$ cat config.mk
export PLATFORM = sky130hd
export DESIGN_NAME = pair_sum_index_finder
export DESIGN_NICKNAME = d
export VERILOG_FILES = /design/src/sv/psif_pkg.sv /design/src/sv/psif_cell.sv /design/src/sv/pair_sum_index_finder.sv
export VERILOG_INCLUDE_DIRS = /design/src /design/src/sv
export SDC_FILE = /design/constraint.sdc
export NUM_CORES = 2
export LEC_CHECK = 0
export BUFFER_PORTS_ARGS = -buffer_cell sky130_fd_sc_hd__buf_2
export CAP_MARGIN = 20
export CORE_ASPECT_RATIO = 1.4
export CORE_MARGIN = 2
export CORE_UTILIZATION = 48
export CTS_CLUSTER_SIZE = 30
export DETAILED_ROUTE_END_ITERATION = 8
export GPL_TIMING_DRIVEN = 0
export HOLD_SLACK_MARGIN = 0.05
export MAX_ROUTING_LAYER = met4
export PLACE_DENSITY = 0.66
export SYNTH_ARGS = -nofsm -noshare
export SYNTH_HDL_FRONTEND = slang
export SYNTH_SLANG_ARGS = --single-unit
export TNS_END_PERCENT = 5
$ cat constraint.sdc
create_clock -name clk_i -period 3.05 [get_ports clk_i]
set_clock_uncertainty 0.1 [all_clocks]
set_input_delay 0.1525 -clock clk_i [delete_from_list [all_inputs] [get_ports clk_i]]
set_output_delay 0.1525 -clock clk_i [all_outputs]
set_load 0.005 [all_outputs]
$ cat src/sv/pair_sum_index_finder_assert.svh
// Assertion macros for the pair sum index finder.
`ifndef PAIR_SUM_INDEX_FINDER_ASSERT_SVH
`define PAIR_SUM_INDEX_FINDER_ASSERT_SVH

`ifndef SYNTHESIS
`define PSIF_ASSERT(lbl, prop) \
  lbl: assert property (@(posedge clk_i) disable iff (!rst_ni) (prop)) \
    else $error("psif assertion failed");
`define PSIF_ASSERT_IMP(lbl, ante, cons) \
  lbl: assert property (@(posedge clk_i) disable iff (!rst_ni) (ante) |-> (cons)) \
    else $error("psif implication failed");
`else
`define PSIF_ASSERT(lbl, prop)
`define PSIF_ASSERT_IMP(lbl, ante, cons)
`endif

`endif

$ cat src/sv/psif_pkg.sv
// Shared constants and types of the pair sum index finder.
package psif_pkg;

  localparam int unsigned DATA_W          = 32;
  localparam int unsigned CMP_W           = DATA_W + 1;
  localparam int unsigned OUT_IDX_W       = 6;
  localparam int unsigned OUT_TDATA_W     = 16;
  localparam int unsigned MAX_ENTRIES_DEF = 64;

  typedef enum logic [1:0] {
    STAT_STORED  = 2'd0,
    STAT_FOUND   = 2'd1,
    STAT_IGNORED = 2'd2,
    STAT_FULL    = 2'd3
  } status_e;

  typedef enum logic [2:0] {
    ST_IDLE   = 3'b001,
    ST_SEARCH = 3'b010,
    ST_DONE   = 3'b100
  } state_e;

  // Search token handed from cell to cell.
  typedef struct packed {
    logic active;
    logic hit;
  } psif_tok_t;

  // Table write control broadcast to all cells.
  typedef struct packed {
    logic en;
    logic clr;
  } psif_wr_t;

endpackage

$ cat src/sv/psif_cell.sv
// One table cell: holds one stored value and checks the passing search token.
module psif_cell import psif_pkg::*; #(
  parameter int unsigned IDX_W = 6,
  parameter int unsigned INDEX = 0
) (
  input  logic                clk_i,
  input  logic                rst_ni,
  input  psif_tok_t           tok_i,
  input  logic [IDX_W-1:0]    partner_i,
  input  logic [CMP_W-1:0]    comp_i,
  input  psif_wr_t            wr_i,
  input  logic [IDX_W-1:0]    wr_idx_i,
  input  logic [DATA_W-1:0]   wr_data_i,
  output psif_tok_t           tok_o,
  output logic [IDX_W-1:0]    partner_o
);

  logic [DATA_W-1:0] value_q;
  logic              valid_q;
  psif_tok_t         tok_q;
  logic [IDX_W-1:0]  partner_q;
  logic              sel;
  logic              match;

  assign sel   = wr_i.en && (wr_idx_i == IDX_W'(INDEX));
  assign match = tok_i.active && valid_q && ({value_q[DATA_W-1], value_q} == comp_i);

  always_ff @(posedge clk_i) begin
    if (sel) begin
      value_q <= wr_data_i;
    end
  end

  // Clear wins over a store made by the last item of an array.
  always_ff @(posedge clk_i or negedge rst_ni) begin
    if (!rst_ni) begin
      valid_q <= 1'b0;
      tok_q   <= '0;
    end else begin
      if (wr_i.clr) begin
        valid_q <= 1'b0;
      end else if (sel) begin
        valid_q <= 1'b1;
      end
      tok_q.active <= tok_i.active;
      tok_q.hit    <= tok_i.hit | match;
    end
  end

  // Later cells override: the partner ends as the latest matching position.
  always_ff @(posedge clk_i) begin
    partner_q <= match ? IDX_W'(INDEX) : partner_i;
  end

  assign tok_o     = tok_q;
  assign partner_o = partner_q;

endmodule

$ cat src/sv/pair_sum_index_finder.sv
// Top level of the pair sum index finder: control, result register and cell chain.
//
// Input stream: s_axis_tdata_i carries one signed 32-bit array element,
// s_axis_tlast_i marks the final element of an array. Output stream: one
// result per element, status in m_axis_tuser_o, indices in m_axis_tdata_o,
// m_axis_tlast_o echoes the last mark. target_sum is written through
// cfg_we_i / cfg_wdata_i; the user must do so only while the block is idle,
// which the block itself does not enforce. Each element forms target_sum -
// value in 33 bits and sends a search token down a chain of MAX_ENTRIES
// cells, one cell per cycle; the latest stored match wins. A searching
// element's result moves from the cell chain into the status and partner
// registers, then into the output register once it is free. An element after
// a find, or beyond the table capacity, skips the search. One element is in
// work at a time; the next request is accepted as soon as the previous result
// sits in the output register, even if the receiver stalls it. A stalled
// result holds; the following element waits in the done state until the
// output register frees up. Reset empties the table, zeroes the counters and
// sets target_sum to 0. The last element clears the table after its result.
module pair_sum_index_finder import psif_pkg::*; #(
  parameter int unsigned MAX_ENTRIES = MAX_ENTRIES_DEF
) (
  input  logic                   clk_i,
  input  logic                   rst_ni,
  input  logic                   cfg_we_i,
  input  logic [DATA_W-1:0]      cfg_wdata_i,     // target_sum
  input  logic                   s_axis_tvalid_i,
  output logic                   s_axis_tready_o,
  input  logic [DATA_W-1:0]      s_axis_tdata_i,  // [31:0] value
  input  logic                   s_axis_tlast_i,  // last_item
  output logic                   m_axis_tvalid_o,
  input  logic                   m_axis_tready_i,
  output logic [OUT_TDATA_W-1:0] m_axis_tdata_o,  // [5:0] current_index, [11:6] partner_index
  output logic [1:0]             m_axis_tuser_o,  // [1:0] status
  output logic                   m_axis_tlast_o   // array_end
);

  localparam int unsigned IDX_W = $clog2(MAX_ENTRIES);
  localparam int unsigned CNT_W = $clog2(MAX_ENTRIES + 1);

  state_e                 state_q, state_d;
  logic [DATA_W-1:0]      target_q;
  logic [CNT_W-1:0]       count_q;
  logic                   found_q;
  logic [DATA_W-1:0]      val_q;
  logic                   last_q;
  status_e                status_q;
  logic [IDX_W-1:0]       partner_q;
  logic [CMP_W-1:0]       comp_q;
  logic                   start_q;
  logic                   out_valid_q;
  status_e                out_status_q;
  logic [OUT_IDX_W-1:0]   out_cur_q;
  logic [OUT_IDX_W-1:0]   out_partner_q;
  logic                   out_last_q;

  logic                   accept;
  logic                   full;
  logic                   out_free;
  logic                   finish;
  logic [IDX_W-1:0]       shown;
  psif_wr_t               wr;

  psif_tok_t              tok   [MAX_ENTRIES+1];
  logic [IDX_W-1:0]       partn [MAX_ENTRIES+1];

  assign s_axis_tready_o = (state_q == ST_IDLE);
  assign accept   = s_axis_tvalid_i && s_axis_tready_o;
  assign full     = (count_q == CNT_W'(MAX_ENTRIES));
  assign out_free = !out_valid_q || m_axis_tready_i;
  assign finish   = (state_q == ST_DONE) && out_free;
  assign shown    = full ? IDX_W'(MAX_ENTRIES - 1) : count_q[IDX_W-1:0];

  assign wr.en  = finish && (status_q == STAT_STORED);
  assign wr.clr = finish && last_q;

  assign tok[0]   = '{active: start_q, hit: 1'b0};
  assign partn[0] = '0;

  for (genvar k = 0; k < MAX_ENTRIES; k++) begin : g_cell
    psif_cell #(
      .IDX_W (IDX_W),
      .INDEX (k)
    ) u_cell (
      .clk_i     (clk_i),
      .rst_ni    (rst_ni),
      .tok_i     (tok[k]),
      .partner_i (partn[k]),
      .comp_i    (comp_q),
      .wr_i      (wr),
      .wr_idx_i  (count_q[IDX_W-1:0]),
      .wr_data_i (val_q),
      .tok_o     (tok[k+1]),
      .partner_o (partn[k+1])
    );
  end

  always_comb begin
    state_d = state_q;
    unique case (state_q)
      ST_IDLE: begin
        if (accept) begin
          state_d = (found_q || full) ? ST_DONE : ST_SEARCH;
        end
      end
      ST_SEARCH: begin
        if (tok[MAX_ENTRIES].active) begin
          state_d = ST_DONE;
        end
      end
      ST_DONE: begin
        if (out_free) begin
          state_d = ST_IDLE;
        end
      end
      default: state_d = ST_IDLE;
    endcase
  end

  always_ff @(posedge clk_i or negedge rst_ni) begin
    if (!rst_ni) begin
      state_q     <= ST_IDLE;
      target_q    <= '0;
      count_q     <= '0;
      found_q     <= 1'b0;
      start_q     <= 1'b0;
      out_valid_q <= 1'b0;
    end else begin
      state_q <= state_d;
      start_q <= accept && !found_q && !full;
      if (cfg_we_i) begin
        target_q <= cfg_wdata_i;
      end
      if (finish) begin
        out_valid_q <= 1'b1;
      end else if (m_axis_tready_i) begin
        out_valid_q <= 1'b0;
      end
      // Advance the counters on completion; the last item drops the array.
      if (finish) begin
        if (last_q) begin
          count_q <= '0;
          found_q <= 1'b0;
        end else begin
          if (!full) begin
            count_q <= count_q + CNT_W'(1);
          end
          if (status_q == STAT_FOUND) begin
            found_q <= 1'b1;
          end
        end
      end
    end
  end

  always_ff @(posedge clk_i) begin
    if (accept) begin
      val_q     <= s_axis_tdata_i;
      last_q    <= s_axis_tlast_i;
      partner_q <= '0;
      comp_q    <= {target_q[DATA_W-1], target_q} - {s_axis_tdata_i[DATA_W-1], s_axis_tdata_i};
      priority if (found_q) begin
        status_q <= STAT_IGNORED;
      end else if (full) begin
        status_q <= STAT_FULL;
      end else begin
        status_q <= STAT_STORED;
      end
    end else if (state_q == ST_SEARCH && tok[MAX_ENTRIES].active) begin
      status_q  <= tok[MAX_ENTRIES].hit ? STAT_FOUND : STAT_STORED;
      partner_q <= tok[MAX_ENTRIES].hit ? partn[MAX_ENTRIES] : '0;
    end
    if (finish) begin
      out_status_q  <= status_q;
      out_cur_q     <= OUT_IDX_W'(shown);
      out_partner_q <= OUT_IDX_W'(partner_q);
      out_last_q    <= last_q;
    end
  end

  assign m_axis_tvalid_o = out_valid_q;
  assign m_axis_tuser_o  = out_status_q;
  assign m_axis_tdata_o  = {(OUT_TDATA_W - 2 * OUT_IDX_W)'(0), out_partner_q, out_cur_q};
  assign m_axis_tlast_o  = out_last_q;

`include "pair_sum_index_finder_assert.svh"

  `PSIF_ASSERT(a_state_onehot, $onehot(state_q))
  `PSIF_ASSERT_IMP(a_token_in_search, tok[MAX_ENTRIES].active, state_q == ST_SEARCH)
  `PSIF_ASSERT(a_count_bound, count_q <= CNT_W'(MAX_ENTRIES))
  `PSIF_ASSERT_IMP(a_found_has_items, found_q, count_q != '0)

endmodule
==> flow_metrics.py <==
metrics = {
    "finish": {
        "final_util_pct": 58.52,
        "layout-area-overhead-vs-synth_pct": 21.14,
        "finalNonFillerCells": 10710,
        "final_nets": 7718,
        "mostFrequentLayoutCells": "edfxtp_1, xor2_1, nor4_1, dfxtp_1, xnor2_1",
        "seq_area_sq_um": 76470,
        "final_common_cell": "edfxtp_1",
        "num-fill-cells": 16200,
        "multi_input_area_sq_um": 29850,
        "drive_gt1_share_pct": 18.54,
    },
    "place": {
        "port_buffers": 85,
        "post-place-ws_ns": -1.456,
        "dp.cells": 10030,
        "dp_hpwl_um": 276300,
        "place_congestion": 0.9549,
    },
    "setup_path": {
        "crit_top_cell": "buf_4",
        "crit_type": "reg2reg",
        "cp_num_buf_inv": 3,
        "arrival_ns": 4.02,
        "critPathCaptureType": "flip-flop",
        "crit_path_start_kind": "flip-flop",
        "path_cells": "buf_4 -> buf_4 -> xor2_1 -> nor4_1 -> nand3_1 -> nor4_4 -> buf_6 -> or2_2",
        "r2r-start": "comp_q[25]",
        "crit_fanout": 10,
        "slowest_stage": "buf_4",
        "cp_top_family": "simple AND/OR/NAND/NOR gates",
        "cp-startpoint": "comp_q[25]",
        "slowest_delay_ns": 0.60,
        "cp.required_ns": 3.74,
    },
    "synth": {
        "yosysUniqueCellTypes": 72,
        "synthArstFlopShare_pct": 8.794,
        "avgSynthCellArea_sq_um": 15.68,
        "ys_dominant_reg_cell": "edfxtp_1",
        "ys_seq_elements": 2695,
        "ys_seq_area_share_pct": 71.70,
        "synth_adder_area_share_pct": 0.4411,
        "yosysWarningCount": 0,
        "synth.area.mux_share_pct": 0.3167,
        "synth_compound_area_share_pct": 1.409,
        "synth_simple_gate_area_share_pct": 8.144,
        "synth_xor_area_share_pct": 16.45,
        "synth.cell_area_sq_um": 106700,
        "netlist_instances": 6802,
        "synth_top_family_by_area": "XOR/XNOR gates",
        "synth_edf_count": 2131,
    },
    "clock_tree": {
        "numCtsBuffers": 247,
        "htree_levels": 4,
        "cts_tree": "yes",
        "clk_pin_slew_ns": 0.06,
        "cts_buffer_depth": 4,
        "clk_latency_ns": 0.95,
        "cts_root_buf": "clkbuf_16",
        "clock-sinks": 2695,
    },
    "global_routing": {
        "grt_max_degree": 89,
        "overflow": 0,
        "grt_pass1_vias": 64300,
        "grt_pass1_wl_um": 561000,
        "grt_util_all_layers_pct": 38.36,
        "antenna_found_initial": 28,
    },
    "power_and_ir_drop": {
        "power.leakage_uw": 0.04710,
        "finalPower_uw": 100200,
        "peakVddDrop_mv": 0.6077,
        "powerDensity_nw_per_um2": 775.7,
    },
    "hold_path": {
        "worstHoldStart": "cfg_we_i",
        "min-delay-path-class": "in2reg",
    },
    "sta": {
        "slew_headroom_pct": 17.74,
        "finalCriticalPeriod_ns": 3.335,
        "rsz0062_at_grt": "true",
        "setup_viol": 560,
        "worstMarginPinSlew_ns": 1.234,
        "timing.hold.ws_ns": 0.1448,
        "fmax_ghz": 0.2998,
        "fin_ws_ns": -0.2851,
        "post-route-period-util_pct": 109.3,
        "final-hold-violation-count": 0,
        "maxSlewViolCount": 0,
    },
    "floorplanning": {
        "row_count": 204,
        "ios": 91,
        "start_util_pct": 48.31,
        "die-width_um": 402.4,
        "core_area_sq_um": 220800,
        "die_area_sq_um": 226000,
        "die_y_um": 561.7,
    },
    "route": {
        "ant_nets": 0,
        "drt-pass1-iter-count": 6,
        "finalWirelength_um": 422900,
        "drt_iter0_markers": 12230,
        "routed-via-count": 67340,
        "routed_via_density": 6.289,
        "avgRoutedWirePerCell_um": 39.50,
        "drcViolationCount": 0,
    },
    "status": {
        "outcome": "complete, but fails checks",
        "violations": "negative setup slack",
    },
    "flow_run": {
        "maxCapViolations": 0,
    },
}
==> Yosys cell counts (24+ instances only) <==
master | count | area share (%)
edfxtp_1 | 2131 | 60
xor2_1 | 1699 | 14
nor4_1 | 417 | 2.4
dfxtp_1 | 327 | 6.1
xnor2_1 | 304 | 2.5
nor2_1 | 290 | 1.0
or2_2 | 237 | 1.4
dfrtp_1 | 236 | 5.5
nand4_1 | 174 | 1.0
buf_2 | 165 | 0.77
nor2b_1 | 135 | 0.79
a21oi_1 | 90 | 0.42
nand3_1 | 74 | 0.35
inv_1 | 58 | 0.20
buf_4 | 57 | 0.40
nand2_1 | 48 | 0.17
nor4_2 | 45 | 0.53
ha_1 | 36 | 0.42
mux2_2 | 30 | 0.32
o21a_1 | 30 | 0.21
o21ai_0 | 28 | 0.13
clkbuf_1 | 27 | 0.095
nand2b_1 | 24 | 0.14
==> logic make-up after synthesis <==
family,after synthesis
compound gates,228
flops,2695
other cells,1
fa+ha+maj,37
simple gates,1489
buf+inv,319
xor+xnor,2003
mux,30
==> where the power goes <==
| part | total [uW] | switching [uW] | internal, uW |
|---|---|---|---|
| logic | 26500 | 18800 | 7670 |
| registers | 42400 | 891 | 41500 |
| clock network | 31300 | 13900 | 17500 |
| total | 100000 | 33500 | 66700 |
==> registers in the layout (all words and copies together), names as in the netlist <==
register	cells
comp_q	33
count_q	7
found_q	1
g_cell.u_cell.partner_o	321
g_cell.u_cell.tok_o	128
g_cell.u_cell.valid_q	64
g_cell.u_cell.value_q	2048
last_q	1
m_axis_tlast_o	1
m_axis_tuser_o	2
m_axis_tvalid_o	1
out_cur_q	6
out_partner_q	6
partner_q	6
start_q	1
state_q	3
status_q	2
target_q	32
val_q	32
==> worst min-delay path, stage by stage <==
cell,delay [ns]
clkbuf_1,0.22
clkbuf_1,0.40
mux2_2,0.33
==> final cells by class <==
class                      instances  share of cell area, %
sequential                      2695                  59.19
multi-input combinational       3810                  23.10
timing repair buffer             538                  6.696
clock buffer                     356                  5.636
tap                             2884                  2.793
buffer                           260                  1.781
clock inverter                    93                 0.6043
inverter                          59                 0.1734
antenna                           12                0.02324
==> path summary, 6_finish.rpt <==
kind	slack [ns]	cells after the start	end
setup reg to reg	-0.29	8	g_cell[31].u_cell.tok_o[0]
max in group asynchronous	1.50	5	g_cell[6].u_cell.tok_o[0]
setup / recovery	-0.29	8	g_cell[31].u_cell.tok_o[0]
hold / removal	0.14	3	target_q[26]
min in group asynchronous	0.27	4	g_cell[50].u_cell.valid_q
hold reg to reg	0.25	0	g_cell[29].u_cell.tok_o[1]
==> routing by layer <==
| layer | up-vias | GRT usage, % | share of wire (%) |
|---|---|---|---|
| li1 | 26020 | - | - |
| met1 | 33550 | 44.34 | 32 |
| met2 | 5954 | 55.03 | 43 |
| met3 | 1814 | 11.15 | 14 |
| met4 | 0 | 32.47 | 12 |
| met5 | - | - | 0 |
==> timing repair <==
item                                    in CTS  in global routing
endpoints found under the setup margin    2203               1178
pin swaps                                   42                 18
hold buffers                               164                  0
gates cloned                                18                  1
hold endpoints to repair                   304                  0
gates resized for setup                    314                 91
buffers inserted                            30                  5
==> per-stage QoR <==
| step | TNS (ns) | area, sq um |
|---|---|---|
| after global routing | -26.43 | 129200 |
| final | -36.54 | 129200 |
| after global placement | -8319.51 | 110700 |
| after floorplan | -255.01 | 106700 |
| after detailed placement | -1253.77 | 117300 |
| after CTS | -21.57 | 128700 |
Note: power is estimated with default switching activity, not from simulation.
